`src/assert_macros.svh`:
```
`ifndef ASSERT_MACROS_SVH
`define ASSERT_MACROS_SVH

// Concurrent checks used by the heading controller.
`ifndef SYNTHESIS
`define HTRC_ASSERT_IMP(lbl, clk_s, rstn_s, ante, cons) \
  lbl: assert property (@(posedge clk_s) disable iff (!(rstn_s)) (ante) |-> (cons)) \
    else $error("htrc: same-cycle check failed");
`define HTRC_ASSERT_NXT(lbl, clk_s, rstn_s, ante, cons) \
  lbl: assert property (@(posedge clk_s) disable iff (!(rstn_s)) (ante) |=> (cons)) \
    else $error("htrc: next-cycle check failed");
`else
`define HTRC_ASSERT_IMP(lbl, clk_s, rstn_s, ante, cons)
`define HTRC_ASSERT_NXT(lbl, clk_s, rstn_s, ante, cons)
`endif

`endif

```
`src/htrc_pkg.sv`:
```
`timescale 1ns / 1ps

package htrc_pkg;

  localparam int RATE_FRAC_BITS_DEF = 12;

  localparam int ANGLE_W    = 16;
  localparam int TURN_W     = 17;   // 0..65536
  localparam int RATE_W     = 18;
  localparam int MAX_RATE_W = 17;
  localparam int CFG_IDX_W  = 2;
  localparam int PROD_W     = 48;
  localparam int TURN_SHIFT_BASE = 44;

  // 2*pi scaled by 2^28
  localparam logic [30:0] TWO_PI_Q28 = 31'd1686629713;

  localparam logic [ANGLE_W-1:0] PD_POS_LIMIT = 16'd24576;  // 3/8 turn
  localparam logic [ANGLE_W-1:0] PD_NEG_LIMIT = 16'd40960;  // 5/8 turn
  localparam logic [ANGLE_W-1:0] HALF_TURN    = 16'd32768;
  localparam logic [TURN_W-1:0]  FULL_TURN    = 17'h10000;

  localparam logic [CFG_IDX_W-1:0] CFG_MAX_RATE = 2'd0;
  localparam logic [CFG_IDX_W-1:0] CFG_TOL_EN   = 2'd1;
  localparam logic [CFG_IDX_W-1:0] CFG_PD_MODE  = 2'd2;

  localparam logic [MAX_RATE_W-1:0] MAX_RATE_RST = 17'd4096;

  typedef enum logic [2:0] {
    ST_IDLE,
    ST_MUL,
    ST_RND,
    ST_EVAL,
    ST_SQRT,
    ST_CLAMP,
    ST_SLEW,
    ST_FIN
  } htrc_state_t;

  typedef struct packed {
    logic busy;
    logic done;
  } sqrt_sts_t;

endpackage

```
`src/heading_turn_rate_controller_top.sv`:
```
`timescale 1ns / 1ps
// channel  | ports                                            | dir
// ---------+--------------------------------------------------+-----
// in       | in_valid/in_ready, target_angle, heading, rate   | in
// out      | out_valid/out_ready, out_drive_rate              | out
// cfg      | cfg_we, cfg_index, cfg_wdata                     | in
//
// PD mode: accept, then the MUL, RND, EVAL and FIN states. Bang-bang mode: accept, MUL,
// RND, EVAL, the square-root unit at one root bit per cycle, then CLAMP, SLEW, FIN.
// One item in flight; in_ready is high only while idle. A finished result waits
// in the output register, and the next item may be accepted meanwhile.
// rst_n is synchronous: config returns to defaults, previous error clears.

`include "assert_macros.svh"

module heading_turn_rate_controller_top #(
  parameter int RATE_FRAC_BITS = htrc_pkg::RATE_FRAC_BITS_DEF
) (
  input  logic                                     clk,
  input  logic                                     rst_n,
  input  logic                                     in_valid,
  output logic                                     in_ready,
  input  logic [htrc_pkg::ANGLE_W-1:0]             in_target_angle,
  input  logic [htrc_pkg::ANGLE_W-1:0]             in_heading,
  input  logic signed [htrc_pkg::RATE_W-1:0]       in_measured_rate,
  output logic                                     out_valid,
  input  logic                                     out_ready,
  output logic signed [htrc_pkg::RATE_W-1:0]       out_drive_rate,
  input  logic                                     cfg_we,
  input  logic [htrc_pkg::CFG_IDX_W-1:0]           cfg_index,
  input  logic [htrc_pkg::MAX_RATE_W-1:0]          cfg_wdata
);

  localparam int F      = RATE_FRAC_BITS;
  localparam int RW     = htrc_pkg::RATE_W;
  localparam int EW     = F + 3;            // error in Q.F, below 1.25*pi
  localparam int SHIFT  = htrc_pkg::TURN_SHIFT_BASE - F;
  localparam int XW     = 2 * F + 7;        // 15 * e * 2^F
  localparam int MW     = (XW + 1) / 2;
  localparam int CW     = ((MW > RW) ? MW : RW) + 2;
  localparam int DW     = CW + 5;
  localparam int TW     = EW + 7;
  localparam int AMW    = RW + 7;
  localparam int MG     = (EW + 3 > htrc_pkg::MAX_RATE_W) ? EW + 3 : htrc_pkg::MAX_RATE_W;
  localparam int PW     = htrc_pkg::PROD_W;

  localparam logic [PW-1:0]         ROUND_C   = PW'(64'd1 << (SHIFT - 1));
  localparam logic [TW-1:0]         THR_030   = TW'(3 << F);
  localparam logic [TW-1:0]         THR_012   = TW'(12 << F);
  localparam logic [AMW-1:0]        THR_RATE  = AMW'(1 << F);
  localparam logic signed [DW-1:0]  SLEW_THR  = DW'(12 << F);
  localparam logic signed [CW-1:0]  DELTA_C   = CW'((12 * (1 << F) + 5) / 10);
  localparam logic signed [CW-1:0]  OUT_MAX_C = CW'(131071);
  localparam logic signed [CW-1:0]  OUT_MIN_C = CW'(-131072);

  htrc_pkg::htrc_state_t state_r, state_nxt;

  logic [htrc_pkg::MAX_RATE_W-1:0] max_rate_r;
  logic                            tol_en_r;
  logic                            pd_mode_r;

  logic [htrc_pkg::TURN_W-1:0] a_r, a_nxt;
  logic                        neg_r, neg_nxt;
  logic signed [RW-1:0]        meas_r, meas_nxt;
  logic [PW-1:0]               prod_r, prod_nxt;
  logic [EW-1:0]               e_r, e_nxt;
  logic [EW-1:0]               prev_err_r, prev_err_nxt;
  logic signed [CW-1:0]        cmd_r, cmd_nxt;
  logic signed [RW-1:0]        out_drive_rate_r, out_drive_rate_nxt;
  logic                        out_valid_r, out_valid_nxt;

  logic                        sqrt_start;
  logic [XW-1:0]               sqrt_x;
  logic [MW-1:0]               sqrt_root;
  htrc_pkg::sqrt_sts_t         sqrt_sts;

  // ---- accept-side decode
  logic [htrc_pkg::ANGLE_W-1:0] d_in;
  logic                         pd_pos;
  logic                         neg_in;

  assign d_in   = in_target_angle - in_heading;
  assign pd_pos = (d_in <= htrc_pkg::PD_POS_LIMIT) ||
                  ((d_in < htrc_pkg::PD_NEG_LIMIT) && !in_measured_rate[RW-1]);
  assign neg_in = pd_mode_r ? !pd_pos : (d_in >= htrc_pkg::HALF_TURN);

  // ---- dead band
  logic [RW-1:0]  ameas;
  logic [AMW-1:0] ameas_x, ameas100;
  logic [TW-1:0]  e_x, e10, e100;
  logic           dead;
  logic [EW-1:0]  e_z;
  logic [EW+3:0]  e15;

  assign ameas    = meas_r[RW-1] ? $unsigned(-meas_r) : $unsigned(meas_r);
  assign ameas_x  = AMW'(ameas);
  assign ameas100 = (ameas_x << 6) + (ameas_x << 5) + (ameas_x << 2);
  assign e_x      = TW'(e_r);
  assign e10      = (e_x << 3) + (e_x << 1);
  assign e100     = (e_x << 6) + (e_x << 5) + (e_x << 2);
  assign dead     = tol_en_r &&
                    ((e10 < THR_030) || ((e100 < THR_012) && (ameas100 < THR_RATE)));
  assign e_z      = dead ? '0 : e_r;
  assign e15      = {e_z, 4'b0000} - {4'b0000, e_z};
  assign sqrt_x   = {e15, {F{1'b0}}};

  // ---- PD magnitude: |7e - 4e_prev| / 2, limited to max_rate
  logic [EW+2:0]        e7;
  logic signed [EW+3:0] w2, w2_abs;
  logic [MG-1:0]        mag_x, max_x, mag_lim;
  logic signed [CW-1:0] pd_cmd, max_cmd, bb_cmd;

  assign e7      = {e_r, 3'b000} - {3'b000, e_r};
  assign w2      = $signed({1'b0, e7}) - $signed({2'b00, prev_err_r, 2'b00});
  assign w2_abs  = w2[EW+3] ? -w2 : w2;
  assign mag_x   = MG'(w2_abs[EW+3:1]);
  assign max_x   = MG'(max_rate_r);
  assign mag_lim = (mag_x > max_x) ? max_x : mag_x;
  assign pd_cmd  = neg_r ? -$signed(CW'(mag_lim)) : $signed(CW'(mag_lim));
  assign max_cmd = $signed(CW'(max_rate_r));
  assign bb_cmd  = (e_z == '0) ? '0 : (neg_r ? -max_cmd : max_cmd);

  // ---- clamp and slew
  logic signed [CW-1:0] m_pos, cmd_clamp;
  logic signed [CW-1:0] acmd, lo_lim, hi_lim, cmd_slew;
  logic signed [DW-1:0] diff, diff10;

  assign m_pos     = $signed(CW'(sqrt_root));
  assign cmd_clamp = (cmd_r < -m_pos) ? -m_pos : ((cmd_r > m_pos) ? m_pos : cmd_r);
  assign acmd      = cmd_r[CW-1] ? -cmd_r : cmd_r;
  assign diff      = DW'(acmd) - DW'(meas_r);
  assign diff10    = (diff <<< 3) + (diff <<< 1);
  assign lo_lim    = CW'(meas_r) - DELTA_C;
  assign hi_lim    = CW'(meas_r) + DELTA_C;
  always_comb begin
    cmd_slew = cmd_r;
    if (diff10 > SLEW_THR) begin
      if (cmd_r < lo_lim) begin
        cmd_slew = lo_lim;
      end else if (cmd_r > hi_lim) begin
        cmd_slew = hi_lim;
      end
    end
  end

  logic signed [RW-1:0] cmd_sat;
  assign cmd_sat = (cmd_r > OUT_MAX_C) ? RW'(OUT_MAX_C) :
                   ((cmd_r < OUT_MIN_C) ? RW'(OUT_MIN_C) : RW'(cmd_r));

  htrc_isqrt #(
    .XW(XW)
  ) u_isqrt (
    .clk  (clk),
    .rst_n(rst_n),
    .start(sqrt_start),
    .x    (sqrt_x),
    .root (sqrt_root),
    .sts  (sqrt_sts)
  );

  // ---- sequencer
  always_comb begin
    state_nxt          = state_r;
    a_nxt              = a_r;
    neg_nxt            = neg_r;
    meas_nxt           = meas_r;
    prod_nxt           = prod_r;
    e_nxt              = e_r;
    prev_err_nxt       = prev_err_r;
    cmd_nxt            = cmd_r;
    out_drive_rate_nxt = out_drive_rate_r;
    out_valid_nxt      = out_valid_r && !out_ready;
    sqrt_start         = 1'b0;
    case (state_r)
      htrc_pkg::ST_IDLE: begin
        if (in_valid) begin
          neg_nxt   = neg_in;
          a_nxt     = neg_in ? htrc_pkg::FULL_TURN - {1'b0, d_in} : {1'b0, d_in};
          meas_nxt  = in_measured_rate;
          state_nxt = htrc_pkg::ST_MUL;
        end
      end
      htrc_pkg::ST_MUL: begin
        prod_nxt  = PW'(a_r) * PW'(htrc_pkg::TWO_PI_Q28);
        state_nxt = htrc_pkg::ST_RND;
      end
      htrc_pkg::ST_RND: begin
        e_nxt     = EW'((prod_r + ROUND_C) >> SHIFT);
        state_nxt = htrc_pkg::ST_EVAL;
      end
      htrc_pkg::ST_EVAL: begin
        if (pd_mode_r) begin
          cmd_nxt      = pd_cmd;
          prev_err_nxt = e_r;
          state_nxt    = htrc_pkg::ST_FIN;
        end else begin
          cmd_nxt    = bb_cmd;
          sqrt_start = 1'b1;
          state_nxt  = htrc_pkg::ST_SQRT;
        end
      end
      htrc_pkg::ST_SQRT: begin
        if (sqrt_sts.done) begin
          state_nxt = htrc_pkg::ST_CLAMP;
        end
      end
      htrc_pkg::ST_CLAMP: begin
        cmd_nxt   = cmd_clamp;
        state_nxt = htrc_pkg::ST_SLEW;
      end
      htrc_pkg::ST_SLEW: begin
        cmd_nxt   = cmd_slew;
        state_nxt = htrc_pkg::ST_FIN;
      end
      htrc_pkg::ST_FIN: begin
        // hold here until the output register frees up
        if (!out_valid_r || out_ready) begin
          out_drive_rate_nxt = cmd_sat;
          out_valid_nxt      = 1'b1;
          state_nxt          = htrc_pkg::ST_IDLE;
        end
      end
      default: begin
        state_nxt = htrc_pkg::ST_IDLE;
      end
    endcase
  end

  always_ff @(posedge clk) begin
    if (!rst_n) begin
      state_r     <= htrc_pkg::ST_IDLE;
      out_valid_r <= 1'b0;
      prev_err_r  <= '0;
      max_rate_r  <= htrc_pkg::MAX_RATE_RST;
      tol_en_r    <= 1'b0;
      pd_mode_r   <= 1'b0;
    end else begin
      state_r     <= state_nxt;
      out_valid_r <= out_valid_nxt;
      prev_err_r  <= prev_err_nxt;
      if (cfg_we) begin
        if (cfg_index == htrc_pkg::CFG_MAX_RATE) begin
          max_rate_r <= cfg_wdata;
        end
        if (cfg_index == htrc_pkg::CFG_TOL_EN) begin
          tol_en_r <= cfg_wdata[0];
        end
        if (cfg_index == htrc_pkg::CFG_PD_MODE) begin
          pd_mode_r <= cfg_wdata[0];
        end
      end
    end
  end

  always_ff @(posedge clk) begin
    a_r              <= a_nxt;
    neg_r            <= neg_nxt;
    meas_r           <= meas_nxt;
    prod_r           <= prod_nxt;
    e_r              <= e_nxt;
    cmd_r            <= cmd_nxt;
    out_drive_rate_r <= out_drive_rate_nxt;
  end

  assign in_ready       = (state_r == htrc_pkg::ST_IDLE);
  assign out_valid      = out_valid_r;
  assign out_drive_rate = out_drive_rate_r;

  `HTRC_ASSERT_NXT(a_accept_starts, clk, rst_n, in_valid && in_ready, state_r == htrc_pkg::ST_MUL)
  `HTRC_ASSERT_IMP(a_sqrt_done_in_wait, clk, rst_n, sqrt_sts.done, state_r == htrc_pkg::ST_SQRT)
  `HTRC_ASSERT_NXT(a_prev_err_hold, clk, rst_n, state_r != htrc_pkg::ST_EVAL, $stable(prev_err_r))

endmodule

```
`src/htrc_isqrt.sv`:
```
`timescale 1ns / 1ps

// Digit-by-digit integer square root, two radicand bits per cycle.
module htrc_isqrt #(
  parameter int XW = 31
) (
  input  logic                    clk,
  input  logic                    rst_n,
  input  logic                    start,
  input  logic [XW-1:0]           x,
  output logic [(XW+1)/2-1:0]     root,
  output htrc_pkg::sqrt_sts_t     sts
);

  localparam int N     = (XW + 1) / 2;
  localparam int CNT_W = $clog2(N + 1);

  logic [2*N-1:0] xs_r, xs_nxt;
  logic [N+1:0]   rem_r, rem_nxt;
  logic [N-1:0]   root_r, root_nxt;
  logic [CNT_W-1:0] cnt_r, cnt_nxt;
  logic           busy_r, busy_nxt;
  logic           done_r, done_nxt;

  logic [N+1:0]   shifted;
  logic [N+1:0]   trial;
  logic           ge;

  assign shifted = {rem_r[N-1:0], xs_r[2*N-1 -: 2]};
  assign trial   = {root_r, 2'b01};
  assign ge      = shifted >= trial;

  always_comb begin
    xs_nxt   = xs_r;
    rem_nxt  = rem_r;
    root_nxt = root_r;
    cnt_nxt  = cnt_r;
    busy_nxt = busy_r;
    done_nxt = 1'b0;
    if (start) begin
      xs_nxt   = (2*N)'(x);
      rem_nxt  = '0;
      root_nxt = '0;
      cnt_nxt  = CNT_W'(N);
      busy_nxt = 1'b1;
    end else if (busy_r) begin
      xs_nxt   = {xs_r[2*N-3:0], 2'b00};
      rem_nxt  = ge ? shifted - trial : shifted;
      root_nxt = {root_r[N-2:0], ge};
      cnt_nxt  = cnt_r - CNT_W'(1);
      if (cnt_r == CNT_W'(1)) begin
        busy_nxt = 1'b0;
        done_nxt = 1'b1;
      end
    end
  end

  always_ff @(posedge clk) begin
    if (!rst_n) begin
      busy_r <= 1'b0;
      done_r <= 1'b0;
      cnt_r  <= '0;
    end else begin
      busy_r <= busy_nxt;
      done_r <= done_nxt;
      cnt_r  <= cnt_nxt;
    end
  end

  always_ff @(posedge clk) begin
    xs_r   <= xs_nxt;
    rem_r  <= rem_nxt;
    root_r <= root_nxt;
  end

  assign root     = root_r;
  assign sts.busy = busy_r;
  assign sts.done = done_r;

endmodule

```
`config.mk`:
```
export PLATFORM = sky130hd
export DESIGN_NAME = heading_turn_rate_controller_top
export DESIGN_NICKNAME = d
export VERILOG_FILES = /design/src/htrc_pkg.sv /design/src/heading_turn_rate_controller_top.sv /design/src/htrc_isqrt.sv
export VERILOG_INCLUDE_DIRS = /design/src /design/src/src
export SDC_FILE = /design/constraint.sdc
export NUM_CORES = 1
export LEC_CHECK = 0
export BUFFER_PORTS_ARGS = -buffer_cell sky130_fd_sc_hd__buf_2
export CAP_MARGIN = 10
export CORE_MARGIN = 1
export CORE_UTILIZATION = 40
export DETAILED_ROUTE_END_ITERATION = 7
export HOLD_SLACK_MARGIN = 0.06
export PLACE_DENSITY_LB_ADDON = 0.08
export SYNTH_ARGS = -nofsm -noshare
export SYNTH_HDL_FRONTEND = slang
export SYNTH_SLANG_ARGS = --single-unit
```
`constraint.sdc`:
```
create_clock -name clk -period 9.6 [get_ports clk]
set_input_delay 1.92 -clock clk [delete_from_list [all_inputs] [get_ports clk]]
set_output_delay 1.92 -clock clk [all_outputs]
set_load 0.02 [all_outputs]
```
# Yosys cells after proc, flatten, opt, wreduce, memory -nomap -nowiden
# Index checks and enable logic that the tools add are counted.
[totals] latch_bits=0 wordCells=141 out_inout_bits=20 in_bits=74 reg_bits=233 ram_bits=0 mem_bits_ro=0 mem_count=0
[classes] eq_ne=16 addsub=23 n_mul=1 bitwise_logic=2 reduce_logical=26 shifts=0 div=0 muxes=36 n_lt_le_gt_ge=15
[op_table] cell="two-way mux 20 bit" count=10
[op_table] cell="two-way mux 31 bit" count=2
[op_table] cell="one-hot mux 20 bit (3 select lines)" count=1
[op_table] cell="two-way mux 18 bit" count=3
[op_table] cell="adder 47 x 32 -> 47 bit, second input constant" count=1
[op_table] cell="multiplier 17 x 31 -> 47 bit, second input constant" count=1
[op_table] cell="two-way mux 16 bit" count=2
[op_table] cell="subtractor 16 bit" count=2
[op_table] cell="adder 24 x 22 -> 25 bit" count=1
[op_table] cell="adder 24 x 23 -> 25 bit" count=1
[op_table] cell="adder 25 x 20 -> 25 bit" count=1
[op_table] cell="greater-than comparator 25 x 17 -> 1 bit, second input constant" count=1
[op_table] cell="< comparator 25 x 13 -> 1 bit, second input constant" count=1
[op_table] cell="one-hot mux 3 bit (8 select lines)" count=1
[op_table] cell="adder 21 x 20 -> 22 bit" count=1
[op_table] cell="adder 22 x 17 -> 22 bit" count=1
[op_table] cell="< comparator 22 x 16 -> 1 bit, second input constant" count=1
[op_table] cell="subtractor 20 x 18 -> 21 bit" count=1
[op_table] cell="greater-than comparator 20 x 17 -> 1 bit" count=1
[op_table] cell="greater-than comparator 20 x 18 -> 1 bit, second input constant" count=1
[op_table] cell="greater-than comparator 20 x 19 -> 1 bit" count=1
[op_table] cell="< comparator 20 x 18 -> 1 bit, second input constant" count=1
[op_table] cell="< comparator 20 x 19 -> 1 bit" count=1
[op_table] cell="< comparator 20 bit" count=1
[op_table] cell="49 further kinds" count=81

# Depth between registers and ports, before layout
[depth] ltp_word=13 mapped_depth=38 depth_no_buf=37

# By module
# A second synthesis with hierarchy kept.
[unflattened] hier_cells=3281 area_unflattened_um2=29231.8
[by_module_without_submodules] mod="heading_turn_rate_controller_top" instances=1 cells_per_inst=2924 seq_area_each_um2=3913.8 area_each_um2=25449.4
[by_module_without_submodules] mod="htrc_isqrt" instances=1 cells_per_inst=357 seq_area_each_um2=1731.7 area_each_um2=3782.4

# Least setup slack after synthesis
# Ideal clock, no wire load.
[synth_path] path_type="register to register" from="register e_r[3]" to="register cmd_r[16], data pin" path_buffers=1 required_time_ps=9334 setup_time_ps=266 path_slack_ps=2208 arrival_time_ps=7126 synth_period_minus_slack_ps=7392 stages_incl_launch_ff=37 cell_sequence="edfxtp_1 > inv_1 > ha_1 > and3b_1 > o21a_1 > o21ai_0 > a21boi_0 > o21ai_0 > a21boi_0 > o21ai_0 > nand2b_1 > nand2_1 > nand2_1 > a21oi_1 > xnor2_1 > ha_1 > nand3_1 > nor3_2 > o21a_1 > a211oi_1 > or3b_1 > nor3_1 > a21oi_1 > xor2_1 > ha_1 > nand4_1 > nor3_1 > o221ai_1 > a31oi_1 > clkbuf_1 > o31a_1 > ha_1 > nand3_2 > or4_4 > o21ai_2 > xnor2_1 > o211ai_2"
[synth_between] elab_chain_len=11 elab_cells_between_ends=21 cone_classes="add/sub (7); order compare (3); mux (7); reduce/logical (4)"
[synth_rtl] element="from (decl)" line_no="heading_turn_rate_controller_top.sv:66" rtl="logic [EW-1:0] e_r, e_nxt;"
[synth_rtl] element="from (signal assigned)" line_no="heading_turn_rate_controller_top.sv:260" rtl="e_r <= e_nxt;"
[synth_rtl] element="branches (longest 9 deep; another with negation 18 -> 20 bit)"
[synth_rtl] element="two-way mux 20 bit (*)" line_no="heading_turn_rate_controller_top.sv:192" rtl="if (pd_mode_r) begin"
[synth_rtl] element="one-hot mux 20 bit (3 select lines) (*)" line_no="heading_turn_rate_controller_top.sv:174" rtl="case (state_r)"
[synth_rtl] element="named net cmd_nxt[16]" line_no="heading_turn_rate_controller_top.sv:68" rtl="logic signed [CW-1:0] cmd_r, cmd_nxt;"
[synth_rtl] element="to (signal assigned)" line_no="heading_turn_rate_controller_top.sv:261" rtl="cmd_r <= cmd_nxt;"
[synth_rtl] element="to (decl)" line_no="heading_turn_rate_controller_top.sv:68"
# Mark *: on every way through the listed nets, which the timed path passes.
# A chain may end at the register's enable or synchronous reset.

# Worst setup path in the final report
[layout_path] from="register e_r[3]" to="register cmd_r[17], data pin"
# Same word-level chain as after synthesis.

==> results.md <==
* Synth Warn # at 0
* # rows at a little under 100
* Net Count, Synth at around 4.0k
* Crit path required time at between 9 and 10 ns
* Hpwl dp at roughly 70 mm
* Number of synthesized flops with an enable pin at around 120
* Area Overhead vs Synth at 9.024%
* Clk Latency, worst-skew pair at 0.61 ns
* Core Region at around 70,000 sq um
* Fillers at approximately 6.9k
* Final worst-path cycle share at around nine tenths
* Critical Path Source Type: register
* RSZ-0062 raised after global routing: false
* Clk slew on worst S/H paths at 0.06 ns
* Die extent in y at around 270 microns
* Worst setup path class: register to register
* CTS Buf Count at 28
* Setup TNS Final at 0 ns
* Largest net degree at the start of global routing at 46
* F_max at approximately 120 MHz
* Yosys reg bits at a little over 200
* CTS tree: done
* Max FO, Critical Path at 9
* Total number of vias at approximately 23k
* DR iter-0 viols at around 1.2k
* Nets at 4,042
* Commonest non-fill, non-tap cell in the layout: ha_1
* 1st-pass router iterations at 7
* Critical path data arrival time at just under 9 ns
* Routed Antenna Nets at 0
* Initial antenna violation count at 0
* GRT Util Overall at about a quarter
* Worst Skew at around 0.041 ns
* Final setup vio count at 0
* Layout cells sized above 1 at 7.139%
* Routability congestion estimate at 0.9310
* First-pass GRT wire length at 132.6 mm
* Max-slew violations at 0
* Die Wd at 269.1 microns
* Ys flop type: edfxtp_1
* Cell count after synthesis at about 3.2k
* IO Port Bufs at between 90 and 100
* Register area share after synthesis at 18.52%
* Syn avg cell area at between 8 and 9 sq um
* Initial core utilization at between 40% and 50%
* Slew @ Worst Pin at 1.198 ns
* Maxcap violations at 0
* Final WL at about 84 mm
* Via-to-Cell Ratio at ~5.5
* Number of global-route vias before repair at 23.95k
* Hold Path Class: register to register
* Drc violations at 0
* Status: finished, final reports clean
* Clock Path Buffers at 3
* Number of distinct library cells after synthesis at 101
* H-tree depth at 1
* FFs w/ async S/R, synth at 0%
* Fin. Hold Viols at 0
* IO Pins at 94
* Mapped Area at approximately 29,000 sq um
* Setup repair bufs after CTS at 0
* Most frequent cells in the layout: ha_1, inv_1, nand2_1
* Minimum clock period at 8.585 ns
* CP endpoint kind: register
* CTS sink cnt at a little over 200
* Wire per inst at 19.67 microns
* GRT overflow at 0
* Slowest-stage cell, CP: a211oi_1
* CP peak stage delay at about 0.73 ns
* Die area at approximately 72,000 sq um
* Slew Limit Headroom at 19.86%
* Diode count at 0
* Root Driver: clkbuf_16
-- critical path, delay by kind of cell (launching register included) --
kind	cells	cell delay, ns
flip-flops	1	0.58
adder cells (fa/ha/maj)	3	0.83
AND/OR/NAND/NOR	14	2.19
buffers and inverters	1	0.14
AO/OA/AOI/OAI	16	4.10
XOR/XNOR	2	0.47
-- sequential cells by signal, indices dropped and copies added (netlist names), 3 cells and up --
| signal | flops |
|---|---|
| out_drive_rate | 18 |
| max_rate_r | 17 |
| u_isqrt.rem_r | 16 |
| cmd_r | 20 |
| u_isqrt.cnt_r | 5 |
| u_isqrt.root | 16 |
| prod_r | 16 |
| prev_err_r | 15 |
| meas_r | 18 |
| state_r | 3 |
| u_isqrt.xs_r | 20 |
| e_r | 15 |
| a_r | 17 |
-- cell usage after synthesis (23+ instances only) --
library cell | instances | area share [%]
and2_1 | 23 | 0.50
nor3_1 | 64 | 1.1
nand2_1 | 270 | 3.6
a31oi_1 | 26 | 0.57
nand4_1 | 43 | 0.94
o21ai_0 | 159 | 2.8
xnor2_1 | 212 | 6.5
a21oi_1 | 161 | 2.8
xor2_1 | 53 | 1.6
nor2b_1 | 47 | 1.0
a21o_1 | 43 | 1.1
dfxtp_1 | 78 | 5.5
clkbuf_1 | 64 | 0.84
nor2_1 | 226 | 3.0
or3_1 | 26 | 0.57
edfxtp_1 | 124 | 13
ha_1 | 451 | 20
mux2i_1 | 54 | 1.9
fa_1 | 191 | 13
a21boi_0 | 43 | 1.1
nand2b_1 | 39 | 0.86
nand3_1 | 64 | 1.1
o21a_1 | 40 | 1.1
inv_1 | 397 | 5.2
o31ai_1 | 30 | 0.79
-- logic make-up after synthesis --
family | Yosys count | synth area share [%]
other | 1 | 0.01314
AOI/OAI and AO/OA | 691 | 16.15
muxes | 66 | 2.377
and+or+nand+nor | 904 | 15.29
buffers and inverters | 473 | 6.332
xor gates and xnor gates | 265 | 8.134
DFF | 202 | 18.52
adders and majority gates | 642 | 33.18
-- layer usage --
| layer | up-vias | routed length [microns] | GRT usage (%) |
|---|---|---|---|
| met2 | 411 | 43080 | 43.90 |
| li1 | 11532 | - | - |
| met1 | 11260 | 35030 | 27.27 |
| met4 | 0 | 4027 | 10.58 |
| met3 | 171 | 2220 | 1.951 |
| met5 | - | 0 | 0 |
-- layout make-up --
| class | instances | area [sq um] | area share, % |
|---|---|---|---|
| Clock buffer | 30 | 708.2 | 2.276 |
| Clock inverter | 22 | 247.7 | 0.7963 |
| Inverter | 400 | 1504 | 4.834 |
| Multi-Input combinational cell | 2569 | 21480 | 69.05 |
| Sequential cell | 202 | 5286 | 16.99 |
| Tap cell | 940 | 1176 | 3.781 |
| Timing Repair Buffer | 125 | 705.7 | 2.268 |
-- through the flow --
stage                     std cells  util [%]  area (sq um)  hold slack, ns  worst slack [ns]
after global placement         4235     42.89         30140          0.4561            0.9669
after CTS                      4287     44.25         31100          0.4705            0.8887
after floorplan                3244         -         28530          0.4435             2.208
after global routing           4288     44.27         31110          0.4888           0.04481
final                          4288     44.27         31110          0.4696             1.015
after detailed placement       4235     42.89         30140          0.4626            0.9446
-- path summary, 6_finish.rpt --
kind,from,to,slack (ns),depth (start not counted)
worst max-delay path,e_r[3],cmd_r[17],1.02,36
worst min-delay path,prev_err_r[13],prev_err_r[13],0.47,2
worst max register to register,e_r[3],cmd_r[17],1.02,36
worst min register to register,prev_err_r[13],prev_err_r[13],0.47,2
-- what timing repair did --
action | CTS | global route
hold buffers | 0 | 0
gates resized for setup | 0 | 1
setup endpoints to repair | 0 | 2
Power is not shown: default switching activity piles up to over one toggle a cycle in this logic, so the estimate is an artifact.
